**src/sv/wcrf_pkg.sv**
```systemverilog
`timescale 1ns / 1ps

package wcrf_pkg;

	localparam int COL_W = 10;
	localparam int ROW_W = 9;
	localparam int CNT_W = 19;
	localparam int CFG_IDX_W = 2;
	localparam int CFG_DATA_W = 10;

	localparam logic [CFG_IDX_W-1:0] CFG_ROI_ROW_FIRST = 2'd0;
	localparam logic [CFG_IDX_W-1:0] CFG_ROI_ROW_LAST  = 2'd1;
	localparam logic [CFG_IDX_W-1:0] CFG_MIN_RUN_WIDTH = 2'd2;

	localparam logic [ROW_W-1:0] ROI_ROW_FIRST_RST = 9'd120;
	localparam logic [ROW_W-1:0] ROI_ROW_LAST_RST  = 9'd450;
	localparam logic [COL_W-1:0] MIN_RUN_WIDTH_RST = 10'd24;

	localparam int QUEUE_DEPTH = 4;
	localparam int QPTR_W = $clog2(QUEUE_DEPTH);

	typedef struct packed {
		logic [ROW_W-1:0] first;
		logic [ROW_W-1:0] last;
	} wcrf_roi_t;

	// One closed run and/or the frame end, passed from front to back.
	typedef struct packed {
		logic             has_run;
		logic             fe;
		logic [COL_W-1:0] left;
		logic [COL_W-1:0] right;
		logic [ROW_W-1:0] row;
		logic [CNT_W-1:0] count;
	} wcrf_event_t;

endpackage

```
**src/sv/wcrf_if.sv**
```systemverilog
`timescale 1ns / 1ps

interface wcrf_pixel_if import wcrf_pkg::*; ();
	logic             valid;
	logic             ready;
	logic             pixel_on;
	logic [ROW_W-1:0] pixel_row;
	logic [COL_W-1:0] pixel_col;
	logic             frame_end;

	modport source (output valid, pixel_on, pixel_row, pixel_col, frame_end, input ready);
	modport sink (input valid, pixel_on, pixel_row, pixel_col, frame_end, output ready);
endinterface

interface wcrf_result_if import wcrf_pkg::*; ();
	logic                    valid;
	logic                    ready;
	logic                    status;
	logic [COL_W-1:0]        run_left;
	logic [COL_W-1:0]        run_right;
	logic [ROW_W-1:0]        run_row;
	logic [COL_W-1:0]        run_width;
	logic [COL_W-1:0]        center_col;
	logic signed [COL_W-1:0] center_offset;
	logic [CNT_W-1:0]        set_pixel_count;

	modport source (output valid, status, run_left, run_right, run_row, run_width,
		center_col, center_offset, set_pixel_count, input ready);
	modport sink (input valid, status, run_left, run_right, run_row, run_width,
		center_col, center_offset, set_pixel_count, output ready);
endinterface

```
**src/sv/wcrf_front.sv**
```systemverilog
`timescale 1ns / 1ps

module wcrf_front import wcrf_pkg::*; #(
	parameter int COLS = 640,
	parameter int ROWS = 512
) (
	input  logic        clk,
	input  logic        arst_n,
	wcrf_pixel_if.sink  pixel,
	input  wcrf_roi_t   roi,
	input  logic        q_full,
	output logic        push,
	output wcrf_event_t push_event
);

	localparam logic [COL_W-1:0] ColsLim = COL_W'(COLS);
	localparam logic [COL_W-1:0] LastCol = COL_W'(COLS - 1);
	localparam logic [ROW_W:0]   RowsLim = (ROW_W + 1)'(ROWS);

	logic             run_open_q;
	logic [COL_W-1:0] run_begin_q;
	logic [CNT_W-1:0] set_count_q;

	logic             accept;
	logic             in_win;
	logic             open_nx;
	logic [COL_W-1:0] begin_nx;
	logic [CNT_W-1:0] count_nx;
	logic             close;

	assign pixel.ready = !q_full;
	assign accept = pixel.valid && pixel.ready;

	assign in_win = (pixel.pixel_row >= roi.first) && (pixel.pixel_row <= roi.last) &&
		({1'b0, pixel.pixel_row} < RowsLim) && (pixel.pixel_col < ColsLim);

	always_comb begin
		open_nx  = run_open_q;
		begin_nx = run_begin_q;
		count_nx = set_count_q;
		close    = 1'b0;
		if (in_win) begin
			// A column at or before the open run's start means the row restarted.
			open_nx = run_open_q && (pixel.pixel_col > run_begin_q);
			if (pixel.pixel_on) begin
				if (set_count_q != {CNT_W{1'b1}}) begin
					count_nx = set_count_q + CNT_W'(1);
				end
				if (!open_nx) begin
					open_nx  = 1'b1;
					begin_nx = pixel.pixel_col;
				end
			end
			close = open_nx && (!pixel.pixel_on || pixel.pixel_col == LastCol ||
				pixel.frame_end);
			if (close) begin
				open_nx = 1'b0;
			end
		end
	end

	always_comb begin
		push_event.has_run = close;
		push_event.fe      = pixel.frame_end;
		push_event.left    = begin_nx;
		push_event.right   = pixel.pixel_on ? pixel.pixel_col : pixel.pixel_col - COL_W'(1);
		push_event.row     = pixel.pixel_row;
		push_event.count   = count_nx;
	end

	assign push = accept && (close || pixel.frame_end);

	always_ff @(posedge clk or negedge arst_n) begin
		if (!arst_n) begin
			run_open_q  <= 1'b0;
			run_begin_q <= '0;
			set_count_q <= '0;
		end else if (accept) begin
			if (pixel.frame_end) begin
				run_open_q  <= 1'b0;
				run_begin_q <= '0;
				set_count_q <= '0;
			end else begin
				run_open_q  <= open_nx;
				run_begin_q <= begin_nx;
				set_count_q <= count_nx;
			end
		end
	end

endmodule

```
**src/sv/wcrf_queue.sv**
```systemverilog
`timescale 1ns / 1ps

module wcrf_queue import wcrf_pkg::*; (
	input  logic        clk,
	input  logic        arst_n,
	input  logic        push,
	input  wcrf_event_t push_event,
	output logic        full,
	input  logic        pop,
	output logic        head_valid,
	output wcrf_event_t head
);

	wcrf_event_t       slot_q [QUEUE_DEPTH];
	logic [QPTR_W-1:0] wr_ptr_q;
	logic [QPTR_W-1:0] rd_ptr_q;
	logic [QPTR_W:0]   fill_q;

	assign full       = (fill_q == (QPTR_W + 1)'(QUEUE_DEPTH));
	assign head_valid = (fill_q != '0);
	assign head       = slot_q[rd_ptr_q];

	always_ff @(posedge clk) begin
		if (push) begin
			slot_q[wr_ptr_q] <= push_event;
		end
	end

	always_ff @(posedge clk or negedge arst_n) begin
		if (!arst_n) begin
			wr_ptr_q <= '0;
			rd_ptr_q <= '0;
			fill_q   <= '0;
		end else begin
			if (push) begin
				wr_ptr_q <= wr_ptr_q + QPTR_W'(1);
			end
			if (pop) begin
				rd_ptr_q <= rd_ptr_q + QPTR_W'(1);
			end
			if (push && !pop) begin
				fill_q <= fill_q + (QPTR_W + 1)'(1);
			end else if (pop && !push) begin
				fill_q <= fill_q - (QPTR_W + 1)'(1);
			end
		end
	end

endmodule

```
**src/sv/wcrf_back.sv**
```systemverilog
`timescale 1ns / 1ps

module wcrf_back import wcrf_pkg::*; #(
	parameter int COLS = 640
) (
	input  logic             clk,
	input  logic             arst_n,
	input  logic             head_valid,
	input  wcrf_event_t      head,
	output logic             pop,
	input  logic [COL_W-1:0] min_run_width,
	wcrf_result_if.source    result
);

	localparam logic [COL_W:0]   ColsDbl  = (COL_W + 1)'(COLS);
	localparam logic [COL_W-1:0] HalfCols = COL_W'(COLS / 2);

	logic [COL_W-1:0] best_left_q;
	logic [COL_W-1:0] best_right_q;
	logic [ROW_W-1:0] best_row_q;
	logic [COL_W-1:0] best_width_q;
	logic [COL_W-1:0] best_off_q;

	logic             out_valid_q;
	logic             status_q;
	logic [COL_W-1:0] left_q;
	logic [COL_W-1:0] right_q;
	logic [ROW_W-1:0] row_q;
	logic [COL_W-1:0] width_q;
	logic [COL_W-1:0] center_q;
	logic [COL_W-1:0] offset_q;
	logic [CNT_W-1:0] count_q;

	logic [COL_W-1:0] cand_width;
	logic [COL_W:0]   cand_dbl;
	logic [COL_W:0]   cand_off;
	logic             take;
	logic [COL_W-1:0] nb_left;
	logic [COL_W-1:0] nb_right;
	logic [ROW_W-1:0] nb_row;
	logic [COL_W-1:0] nb_width;
	logic [COL_W-1:0] nb_off;
	logic [COL_W:0]   nb_dbl;
	logic [COL_W-1:0] nb_center;
	logic [COL_W-1:0] nb_offset;

	assign pop = head_valid && (!head.fe || !out_valid_q || result.ready);

	always_comb begin
		cand_width = head.right - head.left + COL_W'(1);
		cand_dbl   = {1'b0, head.left} + {1'b0, head.right};
		cand_off   = (cand_dbl >= ColsDbl) ? cand_dbl - ColsDbl : ColsDbl - cand_dbl;
		// Wider wins; on a tie the doubled center must sit strictly closer to the middle.
		take = head.has_run && ((cand_width > best_width_q) ||
			(cand_width == best_width_q && cand_off < {1'b0, best_off_q}));
		nb_left  = take ? head.left : best_left_q;
		nb_right = take ? head.right : best_right_q;
		nb_row   = take ? head.row : best_row_q;
		nb_width = take ? cand_width : best_width_q;
		nb_off   = take ? cand_off[COL_W-1:0] : best_off_q;
		nb_dbl    = {1'b0, nb_left} + {1'b0, nb_right};
		nb_center = nb_dbl[COL_W:1];
		nb_offset = (nb_width != '0) ? nb_center - HalfCols : '0;
	end

	always_ff @(posedge clk or negedge arst_n) begin
		if (!arst_n) begin
			best_left_q  <= '0;
			best_right_q <= '0;
			best_row_q   <= '0;
			best_width_q <= '0;
			best_off_q   <= '1;
			out_valid_q  <= 1'b0;
		end else begin
			if (pop) begin
				if (head.fe) begin
					best_left_q  <= '0;
					best_right_q <= '0;
					best_row_q   <= '0;
					best_width_q <= '0;
					best_off_q   <= '1;
				end else begin
					best_left_q  <= nb_left;
					best_right_q <= nb_right;
					best_row_q   <= nb_row;
					best_width_q <= nb_width;
					best_off_q   <= nb_off;
				end
			end
			if (pop && head.fe) begin
				out_valid_q <= 1'b1;
			end else if (result.ready) begin
				out_valid_q <= 1'b0;
			end
		end
	end

	always_ff @(posedge clk) begin
		if (pop && head.fe) begin
			status_q <= (nb_width < min_run_width);
			left_q   <= nb_left;
			right_q  <= nb_right;
			row_q    <= nb_row;
			width_q  <= nb_width;
			center_q <= nb_center;
			offset_q <= nb_offset;
			count_q  <= head.count;
		end
	end

	assign result.valid           = out_valid_q;
	assign result.status          = status_q;
	assign result.run_left        = left_q;
	assign result.run_right       = right_q;
	assign result.run_row         = row_q;
	assign result.run_width       = width_q;
	assign result.center_col      = center_q;
	assign result.center_offset   = offset_q;
	assign result.set_pixel_count = count_q;

endmodule

```
**src/sv/widest_centered_run_finder.sv**
```systemverilog
// Throughput: one pixel per clock; the front takes a pixel every cycle the event queue has room.
// A frame-end pixel is written into the event queue as it is accepted; its result is loaded into the
// output register once the back pops it from the queue, which a stalled result can hold off.
// A stalled result holds off the back only on the next frame-end, so the queue absorbs short stalls.
// Reset (arst_n low, asynchronous) clears the run, best-run and count state and the queue,
// and restores the row window and minimum width registers to their defaults.
`timescale 1ns / 1ps

module widest_centered_run_finder import wcrf_pkg::*; #(
	parameter int COLS = 640,
	parameter int ROWS = 512
) (
	input  logic                  clk,
	input  logic                  arst_n,
	wcrf_pixel_if.sink            pixel,
	wcrf_result_if.source         result,
	input  logic                  cfg_wr_en,
	input  logic [CFG_IDX_W-1:0]  cfg_index,
	input  logic [CFG_DATA_W-1:0] cfg_data
);

	logic [ROW_W-1:0] roi_row_first_q;
	logic [ROW_W-1:0] roi_row_last_q;
	logic [COL_W-1:0] min_run_width_q;

	wcrf_roi_t   roi;
	logic        q_full;
	logic        push;
	wcrf_event_t push_event;
	logic        pop;
	logic        head_valid;
	wcrf_event_t head;

	always_ff @(posedge clk or negedge arst_n) begin
		if (!arst_n) begin
			roi_row_first_q <= ROI_ROW_FIRST_RST;
			roi_row_last_q  <= ROI_ROW_LAST_RST;
			min_run_width_q <= MIN_RUN_WIDTH_RST;
		end else if (cfg_wr_en) begin
			case (cfg_index)
				CFG_ROI_ROW_FIRST: roi_row_first_q <= cfg_data[ROW_W-1:0];
				CFG_ROI_ROW_LAST:  roi_row_last_q  <= cfg_data[ROW_W-1:0];
				CFG_MIN_RUN_WIDTH: min_run_width_q <= cfg_data[COL_W-1:0];
				default: ;
			endcase
		end
	end

	assign roi.first = roi_row_first_q;
	assign roi.last  = roi_row_last_q;

	wcrf_front #(.COLS(COLS), .ROWS(ROWS)) u_front (
		.clk        (clk),
		.arst_n     (arst_n),
		.pixel      (pixel),
		.roi        (roi),
		.q_full     (q_full),
		.push       (push),
		.push_event (push_event)
	);

	wcrf_queue u_queue (
		.clk        (clk),
		.arst_n     (arst_n),
		.push       (push),
		.push_event (push_event),
		.full       (q_full),
		.pop        (pop),
		.head_valid (head_valid),
		.head       (head)
	);

	wcrf_back #(.COLS(COLS)) u_back (
		.clk           (clk),
		.arst_n        (arst_n),
		.head_valid    (head_valid),
		.head          (head),
		.pop           (pop),
		.min_run_width (min_run_width_q),
		.result        (result)
	);

endmodule

```
**src/flat_wrapper.sv**
```systemverilog
// flat-port wrapper written by rule: the top's interface ports become plain ports
module widest_centered_run_finder_flat import wcrf_pkg::*;
#(
	parameter int COLS = 640,
	parameter int ROWS = 512
)
  (clk, arst_n, cfg_wr_en, cfg_index, cfg_data, pixel_valid, pixel_pixel_on, pixel_pixel_row, pixel_pixel_col, pixel_frame_end, pixel_ready, result_valid, result_status, result_run_left, result_run_right, result_run_row, result_run_width, result_center_col, result_center_offset, result_set_pixel_count, result_ready);
  wcrf_pixel_if pixel_i ();
  wcrf_result_if result_i ();
  input  logic clk;
  input  logic arst_n;
  input  logic cfg_wr_en;
  input  logic [CFG_IDX_W-1:0] cfg_index;
  input  logic [CFG_DATA_W-1:0] cfg_data;
  input wire logic [$bits(pixel_i.valid)-1:0] pixel_valid;
  input wire logic [$bits(pixel_i.pixel_on)-1:0] pixel_pixel_on;
  input wire logic [$bits(pixel_i.pixel_row)-1:0] pixel_pixel_row;
  input wire logic [$bits(pixel_i.pixel_col)-1:0] pixel_pixel_col;
  input wire logic [$bits(pixel_i.frame_end)-1:0] pixel_frame_end;
  output wire logic [$bits(pixel_i.ready)-1:0] pixel_ready;
  output wire logic [$bits(result_i.valid)-1:0] result_valid;
  output wire logic [$bits(result_i.status)-1:0] result_status;
  output wire logic [$bits(result_i.run_left)-1:0] result_run_left;
  output wire logic [$bits(result_i.run_right)-1:0] result_run_right;
  output wire logic [$bits(result_i.run_row)-1:0] result_run_row;
  output wire logic [$bits(result_i.run_width)-1:0] result_run_width;
  output wire logic [$bits(result_i.center_col)-1:0] result_center_col;
  output wire logic [$bits(result_i.center_offset)-1:0] result_center_offset;
  output wire logic [$bits(result_i.set_pixel_count)-1:0] result_set_pixel_count;
  input wire logic [$bits(result_i.ready)-1:0] result_ready;
  assign pixel_i.valid = pixel_valid;
  assign pixel_i.pixel_on = pixel_pixel_on;
  assign pixel_i.pixel_row = pixel_pixel_row;
  assign pixel_i.pixel_col = pixel_pixel_col;
  assign pixel_i.frame_end = pixel_frame_end;
  assign pixel_ready = pixel_i.ready;
  assign result_valid = result_i.valid;
  assign result_status = result_i.status;
  assign result_run_left = result_i.run_left;
  assign result_run_right = result_i.run_right;
  assign result_run_row = result_i.run_row;
  assign result_run_width = result_i.run_width;
  assign result_center_col = result_i.center_col;
  assign result_center_offset = result_i.center_offset;
  assign result_set_pixel_count = result_i.set_pixel_count;
  assign result_i.ready = result_ready;
  widest_centered_run_finder #(.COLS(COLS), .ROWS(ROWS)) u_core (.clk(clk), .arst_n(arst_n), .pixel(pixel_i), .result(result_i), .cfg_wr_en(cfg_wr_en), .cfg_index(cfg_index), .cfg_data(cfg_data));
endmodule
```
**config.mk**
```make
export PLATFORM = sky130hd
export DESIGN_NAME = widest_centered_run_finder_flat
export DESIGN_NICKNAME = d
export VERILOG_FILES = /design/src/sv/wcrf_pkg.sv /design/src/sv/wcrf_if.sv /design/src/sv/wcrf_front.sv /design/src/sv/wcrf_queue.sv /design/src/sv/wcrf_back.sv /design/src/sv/widest_centered_run_finder.sv /design/src/flat_wrapper.sv
export SDC_FILE = /design/constraint.sdc
export NUM_CORES = 1
export LEC_CHECK = 0
export BUFFER_PORTS_ARGS = -buffer_cell sky130_fd_sc_hd__buf_2
export CAP_MARGIN = 20
export CELL_PAD_IN_SITES_DETAIL_PLACEMENT = 1
export CELL_PAD_IN_SITES_GLOBAL_PLACEMENT = 2
export CORE_MARGIN = 2
export CORE_UTILIZATION = 39
export CTS_CLUSTER_DIAMETER = 30
export DETAILED_ROUTE_END_ITERATION = 6
export GPL_TIMING_DRIVEN = 0
export PLACE_DENSITY_LB_ADDON = 0.08
export RECOVER_POWER = 100
export REMOVE_ABC_BUFFERS = 1
export SYNTH_ARGS = -nofsm -noshare
export SYNTH_HDL_FRONTEND = slang
export SYNTH_SLANG_ARGS = --single-unit
```
**constraint.sdc**
```tcl
create_clock -name clk -period 9.7 [get_ports clk]
set_input_delay 1.455 -clock clk [delete_from_list [all_inputs] [get_ports clk]]
set_output_delay 1.455 -clock clk [all_outputs]
set_load 0.005 [all_outputs]
```
==> results of run 1 <==
-- stage by stage --
stage	setup TNS, ns	utilization	worst slack, ns
CTS	0	0.495	0.0198
detailed placement	-5.54	0.423	-1.22
finish	0	0.494	0.590
global placement	-208.67	0.419	-4.96
floorplan	-6.42	-	-1.33
global route	0	0.494	0.0244
-- synthesized netlist by cell type, drive strengths merged, types with 34 or more instances --
library cell  number  share of area
o21ai             78          0.021
mux2              50          0.030
ha               102          0.068
mux4              50          0.060
clkbuf            35         0.0070
xnor2             35          0.016
nand2            105          0.021
nor2              52          0.010
dfrtp             95           0.13
edfxtp           279           0.44
inv              101          0.020
a21oi             34         0.0090
-- cell families after synthesis --
kind of cell	synth area share
compound gates	0.0871
xor+xnor	0.0305
flops	0.598
fa+ha+maj	0.0730
buf+inv	0.0325
mux	0.102
simple gates	0.0769
-- state kept, by name (all words and copies together), names as in the netlist, 2 cells and up --
register and cells:
u_core.u_back.best_row_q 9, u_core.u_back.best_right_q 10, u_core.u_queue.fill_q 3, u_core.roi_row_last_q 9
u_core.u_front.set_count_q 19, u_core.u_front.run_begin_q 10, u_core.u_back.best_off_q 10, u_core.u_queue.wr_ptr_q 2
u_core.u_back.best_width_q 10, u_core.min_run_width_q 10, u_core.u_back.best_left_q 10, u_core.u_back.result.run_width 10
u_core.u_back.result.run_right 10, u_core.u_back.result.run_left 10, u_core.u_queue.slot_q 200, u_core.u_back.result.run_row 9
u_core.u_queue.rd_ptr_q 2, u_core.u_back.result.set_pixel_count 19, u_core.u_back.result.center_offset 10, u_core.roi_row_first_q 9
u_core.u_back.result.center_col 10
-- how the worst min path moves through the flow --
stage | slack [ns] | cells past startpoint | startpoint | endpoint
floorplan | 0.46 | 1 | u_core.u_queue.fill_q[2] | u_core.u_queue.fill_q[2]
finish | 0.50 | 1 | u_core.u_front.run_begin_q[5] | u_core.u_front.run_begin_q[5]
CTS | 0.50 | 1 | u_core.u_back.best_right_q[7] | u_core.u_back.best_right_q[7]
global route | 0.51 | 1 | u_core.u_back.best_left_q[1] | u_core.u_back.best_left_q[1]
global placement | 0.48 | 1 | u_core.u_back.best_row_q[8] | u_core.u_back.best_row_q[8]
detailed placement | 0.48 | 1 | u_core.u_back.best_right_q[8] | u_core.u_back.best_right_q[8]
-- worst max-delay path, delay by kind of cell (launching register included) --
| kind | cells | cell delay, ns |
|---|---|---|
| compound gates | 12 | 2.56 |
| fa+ha+maj | 6 | 1.87 |
| simple gates | 8 | 1.50 |
| mux | 3 | 1.31 |
| buf+inv | 4 | 0.64 |
| flops | 1 | 0.47 |
| xor+xnor | 2 | 0.42 |
-- layer usage --
metal  wire length, um  global-route usage  share of wire  up-vias
li1                  -                   -              -     5580
met1             20400               0.239           0.43     6079
met2             24200               0.340           0.51      198
met3              1740              0.0439          0.037       96
met4              1250              0.0686          0.026        4
met5                18                   0        0.00038        -
-- final cells by class --
class / instances / area, sq um / area share
clock buffers: 125 / 2660 / 0.113
repair buffers: 137 / 722 / 0.0306
well taps: 615 / 769 / 0.0327
flip-flops and latches: 394 / 11300 / 0.479
diodes: 3 / 7.51 / 0.000319
multi-input cells: 830 / 7030 / 0.298
clock inverters: 59 / 711 / 0.0302
inverters: 101 / 380 / 0.0161
-- timing repair --
action | 4_1_cts | 5_1_grt
endpoints found under the setup margin | 11 | 5
cloned | 0 | 3
buffers inserted | 4 | 4
resized for setup | 9 | 7
pin swaps | 1 | 4
==> metrics.md, run 1 <==
| Metric | Value |
|---|---|
| Starting Density | 0.395 |
| Die width | between 200 and 250 um |
| Mapped Area | between 15,000 and 20,000 sq um |
| Synth-to-Final Area Change | 25.0% |
| Boundary pin count | around 120 |
| Post-synth EDFFs | about 280 |
| Slew HR | -1.78 |
| Fmax | about 110 MHz |
| Period utilization | 0.939 |
| FILL cells | 4,752 |
| Nets | around 1,700 |
| Flop2flop setup slack | roughly 0.59 ns |
| Startpoint Class | flip-flop |
| First-pass GRT wire length | about 75 mm |
| Core Region | 47,700 sq um |
| Number of H-tree levels | 3 |
| Cts bufs inserted | 97 |
| GR Util All Layers | 0.195 |
| Fraction of registers with async set/reset | 0.292 |
| Clock slew at reported path FFs | 0.05 ns |
| Critical-path top delay cell | mux4_2 |
| Max_cap viols | 9 |
| Sink Count | 394 |
| Unique masters post-synth | between 70 and 80 |
| Worst path most repeated cell | ha_1 |
| FF-to-FF End | u_core.u_back.result.center_offset[8] |
| Largest buffer count on any clock path | 3 |
| Port-buffer cells | around 120 |
| Dpl cells | about 2,100 |
| Via count | roughly 12,000 |
| Top_reg_cell synth | edfxtp_1 |
| CP required | between 10 and 15 ns |
| Grt ovf | 0 |
| Most frequent cells in the layout | 279 x edfxtp_1, 104 x nand2_1, 100 x ha_1, 100 x clkbuf_16, 99 x inv_1 |
| Dpl hpwl | slightly above 30 mm |
| RD Place Congestion | about 0.8 |
| Die area | between 50,000 and 60,000 sq um |
| Worst r2r src | u_core.u_queue.rd_ptr_q[0] |
| Slowest stage delay, CP | roughly 0.6 ns |
| Pin count of the biggest net entering global routing | 65 |
| Worst-skew pair later-pin latency | 0.62 ns |
| Mapped Cells | ~1,400 |
| Syn Area/Cell | ~14 sq um |
| Tightest Pin Transition | around 4.2 ns |
| Crit-path max FO | 15 |
| Final Instance Area | between 20,000 and 25,000 sq um |
| Status | finished, violations left |
| Start point of the critical path | u_core.u_queue.rd_ptr_q[0] |
| HP Class | flip-flop to flip-flop |
| Non-Filler Instances | 2,264 |
| First drt pass iteration count | 4 |
| Number of DRC markers in iteration 0 | between 500 and 600 |
| Worst Skew | roughly 0.024 ns |
| Crit path time final | 9.11 ns |
| Worst setup path class | flip-flop to flip-flop |
| Initial antenna violation count | 4 |
| Yosys synthesis warning count | 0 |
| Critical Path Sink | u_core.u_back.result.center_offset[8] |
| Routed Antenna Nets | 0 |
| Hold buffers post-CTS | 0 |
| Flop and latch count out of synthesis | between 300 and 400 |
| Vias per inst | between 5 and 6 |
| Root buf cell | clkbuf_16 |
| Failing checks | capacitance limit, slew limit |
| Crit. End Element | flip-flop |
| CTS tree | built |
| Hold Vio Cnt, Final | 0 |
| Vias in the first global route | 13,074 |
| R2R depth | 35 |
| WP data arrival | between 9 and 10 ns |
| Final hold slack | 0.497 ns |
| Commonest non-fill, non-tap cell in the layout | edfxtp_1 |
| Row count | 80 |
| Part of the Yosys area used for sequential elements | 0.598 |
| Setup violators final | 0 |
| DIE HEIGHT | ~220 um |
| Final WL | around 48 mm |
| RSZ-0062 raised after global routing | false |
| DRC viols | 0 |
| Share of cells above drive strength 1 | 0.222 |
| Placed Area | around 20,000 sq um |
| DR WL/cell | ~21 um |
| Max Slew Vio Count | approximately 440 |
Power of run 1 is left out: the tool's default activity adds up to more than one toggle a clock period on the data nets, which glitch-free logic cannot reach.
==> run 2, diff against run 1 <==
--- a/config.mk
+++ b/config.mk
@@ -9,11 +9,13 @@
 export CAP_MARGIN = 20
 export CELL_PAD_IN_SITES_DETAIL_PLACEMENT = 1
 export CELL_PAD_IN_SITES_GLOBAL_PLACEMENT = 2
+export CORE_ASPECT_RATIO = 1.5
 export CORE_MARGIN = 2
 export CORE_UTILIZATION = 39
 export CTS_CLUSTER_DIAMETER = 30
 export DETAILED_ROUTE_END_ITERATION = 6
 export GPL_TIMING_DRIVEN = 0
+export HOLD_SLACK_MARGIN = 0.08
 export PLACE_DENSITY_LB_ADDON = 0.08
 export RECOVER_POWER = 100
 export REMOVE_ABC_BUFFERS = 1
==> constraint.sdc (replaced) <==
create_clock -name clk -period 7.6 [get_ports clk]
set_input_delay 1.14 -clock clk [delete_from_list [all_inputs] [get_ports clk]]
set_output_delay 1.14 -clock clk [all_outputs]
set_load 0.005 [all_outputs]
==> run 2 against run 1 <==
The run ends with capacitance limit, slew limit, setup timing left. Global-route usage up 1.4 points. Maximum frequency increased by 12%. Routed wire length grew 7.1%. Final area increased by 2.0%. Critical endpoint is now u_core.u_back.result.center_offset[9].
==> metrics.md, run 2 (same netlist as run 1, synthesis figures left out) <==
| Metric | Value |
|---|---|
| Max Slew Vio Count | about 140 |
| Slowest stage delay, CP | roughly 0.59 ns |
| RSZ-0062 raised after global routing | true |
| Starting Density | 0.395 |
| Biggest register | u_core.u_queue.slot_q |
| Startpoint Class | flip-flop |
| Worst setup path class | flip-flop to flip-flop |
| Pin count of the biggest net entering global routing | 75 |
| R2R depth | 34 |
| Vias per inst | between 5 and 6 |
| Root buf cell | clkbuf_16 |
| FILL cells | around 4,700 |
| Crit. End Element | flip-flop |
| Share of cells above drive strength 1 | 0.333 |
| FF-to-FF End | u_core.u_back.result.center_offset[9] |
| WP data arrival | approximately 8.6 ns |
| Die width | between 150 and 200 um |
| Slew HR | -1.52 |
| Core Region | approximately 48,000 sq um |
| Routed metal-1 wire length | 18.9 mm |
| Status | finished, violations left |
| Hold Vio Cnt, Final | 0 |
| Max_cap viols | 3 |
| Fmax | around 120 MHz |
| Dpl cells | ~2,100 |
| Number of H-tree levels | 3 |
| HP Class | flip-flop to flip-flop |
| Worst Skew | 0.0380 ns |
| DIE HEIGHT | between 200 and 300 um |
| Worst r2r src | u_core.u_queue.rd_ptr_q[0] |
| CTS tree | built |
| First drt pass iteration count | 4 |
| WL met2 | approximately 29 mm |
| Clock slew at reported path FFs | about 0.050 ns |
| Antenna diodes | 0 |
| Tightest Pin Transition | approximately 3.8 ns |
| Post-place setup slack | -3.67 ns |
| Start point of the critical path | u_core.u_queue.rd_ptr_q[0] |
| Cts bufs inserted | a little over 70 |
| CP required | between 8 and 9 ns |
| Critical-path top delay cell | mux4_2 |
| Final WL | between 50 and 60 mm |
| Setup violators final | 8 |
| Worst-skew pair later-pin latency | around 0.59 ns |
| Routed Antenna Nets | 0 |
| Initial antenna violation count | 1 |
| DRC viols | 0 |
| Met3 WL | roughly 1.4 mm |
| Boundary pin count | around 120 |
| Most frequent cells in the layout | 279 x edfxtp_1, 104 x nand2_1, 104 x buf_2 |
| Sink Count | approximately 400 |
| Hold path depth | 1 |
| Nets | 1,753 |
| Final Worst Setup Slack | -0.542 ns |
| Hold buffers post-CTS | 0 |
| Synth-to-Final Area Change | 27.4% |
| RD Place Congestion | ~0.77 |
| Die area | approximately 50,000 sq um |
| Flop2flop setup slack | -0.54 ns |
| Commonest non-fill, non-tap cell in the layout | edfxtp_1 |
| Non-Filler Instances | 2,266 |
| Crit path time final | between 8 and 9 ns |
| Critical Path Sink | u_core.u_back.result.center_offset[9] |
| First-pass GRT wire length | approximately 79 mm |
| Period utilization | 1.07 |
| Row count | a little under 100 |
| Failing checks | capacitance limit, slew limit, setup timing |
| Grt ovf | 0 |
| GR Util All Layers | 0.209 |
| Dpl hpwl | 33.1 mm |
| Number of DRC markers in iteration 0 | 480 |
| DR top layer | met5 |
| Vias in the first global route | ~13,000 |
| DR WL/cell | between 20 and 25 um |
| Port-buffer cells | between 100 and 150 |
| Largest buffer count on any clock path | 3 |
| Crit-path max FO | 8 |
| Via count | between 10,000 and 15,000 |
| Max reg flops | 200 |
-- run 2: cell types whose count changed in the layout (fill, tap and decap cells not counted), sizes merged --
cell and delta:
buf +106, bufbuf +2, bufinv -6, clkbuf -81
clkdlybuf4s25 +1, clkinv -16, clkinvlp -1, diode -3
inv +16, or2 -1
-- run 2: worst min path at each step --
| stage | from | endpoint | slack [ns] |
|---|---|---|---|
| 2_1_floorplan | u_core.u_queue.fill_q[2] | u_core.u_queue.fill_q[2] | 0.46 |
| 3_3_place_gp | u_core.u_back.best_right_q[9] | u_core.u_back.best_right_q[9] | 0.48 |
| 3_5_place_dp | u_core.u_front.run_begin_q[2] | u_core.u_front.run_begin_q[2] | 0.48 |
| 4_1_cts | arst_n | u_core.u_back.best_left_q[8] | 0.48 |
| 5_1_grt | u_core.u_back.best_row_q[7] | u_core.u_back.best_row_q[7] | 0.51 |
| 6_report | u_core.u_back.best_row_q[3] | u_core.u_back.best_row_q[3] | 0.50 |
-- run 2: final cells by class --
type,count,area (sq um),area share
clock buffer,78,1810,0.0754
clock inverter,52,592,0.0246
inverter,101,390,0.0162
multi-input combinational,829,7710,0.321
sequential,394,11300,0.470
tap,600,751,0.0312
timing repair buffer,212,1490,0.0619
-- run 2: worst max-delay path: cells and delay by family (launching register included) --
family,cells,cell delay (ns)
adders and majority gates,5,1.38
DFF,1,0.48
buffers and inverters,6,0.77
AOI/OAI and AO/OA,14,2.39
muxes,4,1.53
and+or+nand+nor,5,1.40
-- run 2: metal layers --
metal  vias to the layer above  GRT usage
met2                       212      0.403
li1                       5651          -
met4                         2     0.0931
met3                       106     0.0310
met5                         -          0
met1                      6230      0.222
-- run 2: timing repair --
action	in CTS	in global routing
pin swaps	54	47
setup buffers	68	15
setup endpoints to repair	109	17
hold endpoints to repair	0	0
cloned	4	0
gates resized for setup	124	36
-- run 2: through the flow --
stage               setup TNS (ns)  hold WS (ns)  cell area (sq um)   util
global placement           -548.45         0.482              20000  0.419
detailed placement          -83.85         0.482              20200  0.423
global route                 -4.78         0.513              24000  0.504
floorplan                  -109.32         0.464              18600      -
finish                       -1.78         0.497              24000  0.504
CTS                          -1.33         0.482              23800  0.500
Power of run 2 is left out for the same reason.
==> run 3, diff against run 2 <==
--- a/config.mk
+++ b/config.mk
@@ -16,7 +16,7 @@
 export DETAILED_ROUTE_END_ITERATION = 6
 export GPL_TIMING_DRIVEN = 0
 export HOLD_SLACK_MARGIN = 0.08
-export PLACE_DENSITY_LB_ADDON = 0.08
+export PLACE_DENSITY = 0.85
 export RECOVER_POWER = 100
 export REMOVE_ABC_BUFFERS = 1
 export SYNTH_ARGS = -nofsm -noshare
==> run 3 against run 2 <==
The run still ends with capacitance limit, slew limit, setup timing left. Critical path depth is 2 higher. First-iteration DRC count is 30% higher. Clock-buffer cell count is 6 higher. Cell count is 0.62% higher. Worst hold slack better by 0.0022 ns. Sequential share of layout area is 0.085 points lower. Highest routed layer unchanged.
==> metrics.md, run 3 (same netlist as run 1, synthesis figures left out) <==
| Metric | Value |
|---|---|
| Cts bufs inserted | between 70 and 80 |
| Tightest Pin Transition | 3.95 ns |
| Slowest stage delay, CP | approximately 0.56 ns |
| Nets | 1,761 |
| Root buf cell | clkbuf_16 |
| Biggest register | u_core.u_queue.slot_q |
| Max reg flops | 200 |
| Start point of the critical path | u_core.u_queue.rd_ptr_q[0] |
| Status | finished, violations left |
| GR Util All Layers | 0.210 |
| Number of DRC markers in iteration 0 | roughly 630 |
| Vias in the first global route | about 14,000 |
| Max_cap viols | 9 |
| Fmax | about 120 MHz |
| Hold Vio Cnt, Final | 0 |
| Largest buffer count on any clock path | 3 |
| Pin count of the biggest net entering global routing | between 70 and 80 |
| DR WL/cell | between 20 and 25 um |
| Via count | ~12,000 |
| Clock slew at reported path FFs | 0.06 ns |
| Crit path time final | just over 8 ns |
| Worst-skew pair later-pin latency | about 0.60 ns |
| First drt pass iteration count | 5 |
| Core Region | 47,700 sq um |
| Port-buffer cells | around 120 |
| Boundary pin count | between 100 and 150 |
| Starting Density | 0.395 |
| Die width | between 150 and 200 um |
| RD Place Congestion | just over 0.8 |
| First-pass GRT wire length | between 70 and 80 mm |
| Critical-path top delay cell | mux4_2 |
| Routed Antenna Nets | 0 |
| RSZ-0062 raised after global routing | true |
| Commonest non-fill, non-tap cell in the layout | edfxtp_1 |
| CP required | ~8 ns |
| DIE HEIGHT | approximately 270 um |
| Number of H-tree levels | 3 |
| Slew HR | -1.64 |
| WP data arrival | approximately 8.6 ns |
| Period utilization | 1.08 |
| M2 GR Usage | 0.402 |
| Worst r2r src | u_core.u_queue.rd_ptr_q[0] |
| Crit-path max FO | 8 |
| Worst Skew | between 0.02 and 0.025 ns |
| Final WL | around 53 mm |
| Grt ovf | 0 |
| Worst path most repeated cell | a21oi_4 |
| Initial antenna violation count | 7 |
| Final Instance Area | approximately 24,000 sq um |
| Row count | between 90 and 100 |
| DRC viols | 0 |
| Crit. End Element | flip-flop |
| Final Worst Setup Slack | -0.623 ns |
| Max Slew Vio Count | between 400 and 500 |
| Sink Count | 394 |
| CTS tree | built |
| Dpl hpwl | about 32 mm |
| Worst setup path class | flip-flop to flip-flop |
| Setup violators final | 7 |
| HP Class | flip-flop to flip-flop |
| GRT busiest layer | met2 |
| Startpoint Class | flip-flop |
| M1 GR Usage | 0.219 |
| Die area | about 50,000 sq um |
| Hold Startpoint | u_core.u_queue.fill_q[2] |
| Placed Area | between 20,000 and 25,000 sq um |
| Hold buffers post-CTS | 0 |
| Synth-to-Final Area Change | 27.7% |
| Most frequent cells in the layout | 279 x edfxtp_1, 105 x nand2_1, 93 x dfrtp_1 |
| Share of cells above drive strength 1 | 0.302 |
| GR met3 Demand/Resource | 0.0369 |
| Vias per inst | 5.48 |
| Failing checks | capacitance limit, slew limit, setup timing |
-- run 3: worst paths after layout --
| kind | endpoint | slack, ns | cells past startpoint |
|---|---|---|---|
| setup / recovery | u_core.u_back.result.center_offset[8] | -0.62 | 36 |
| hold / removal | u_core.u_queue.fill_q[2] | 0.50 | 1 |
| setup reg to reg | u_core.u_back.result.center_offset[8] | -0.62 | 36 |
| hold reg to reg | u_core.u_queue.fill_q[2] | 0.50 | 1 |
| max in group asynchronous | u_core.u_queue.rd_ptr_q[1] | 0.61 | 2 |
| min in group asynchronous | u_core.u_queue.fill_q[2] | 1.34 | 1 |
-- run 3: worst max-delay path: cells and delay by family, from the launching register on --
family	cells	cell delay [ns]
and+or+nand+nor	10	1.74
AOI/OAI and AO/OA	9	1.64
adders and majority gates	5	1.45
muxes	4	1.40
buffers and inverters	5	0.72
DFF	1	0.52
xor gates and xnor gates	3	0.48
-- run 3: through the flow --
stage	setup TNS (ns)	hold slack, ns	setup slack, ns	utilization	std cells
after floorplan	-109.32	0.464	-3.43	-	1323
after global placement	-478.84	0.481	-6.60	0.419	2041
after detailed placement	-66.92	0.488	-3.34	0.423	2049
after CTS	-1.45	0.467	-0.456	0.500	2254
after global routing	-5.82	0.521	-0.852	0.505	2280
final	-2.62	0.499	-0.623	0.505	2280
-- run 3: final cells by class --
cell class | count | area (sq um)
multi-input combinational | 829 | 7650
inverter | 101 | 385
tap | 600 | 751
fill | 4715 | 23600
clock buffer | 84 | 1950
timing repair buffer | 218 | 1440
clock inverter | 52 | 603
antenna | 2 | 5.00
sequential | 394 | 11300
-- run 3: what timing repair did --
item | in CTS | in global routing
resized for setup | 113 | 41
cloned | 5 | 0
pin swaps | 53 | 49
setup buffers | 64 | 24
endpoints found under the hold margin | 0 | 0
setup endpoints to repair | 109 | 15
-- run 3: layer usage --
metal	routed length (um)	part of all wire
met5	58	0.0011
met2	29600	0.56
met1	18900	0.36
met3	1820	0.034
met4	2250	0.043
Power of run 3 is left out for the same reason.
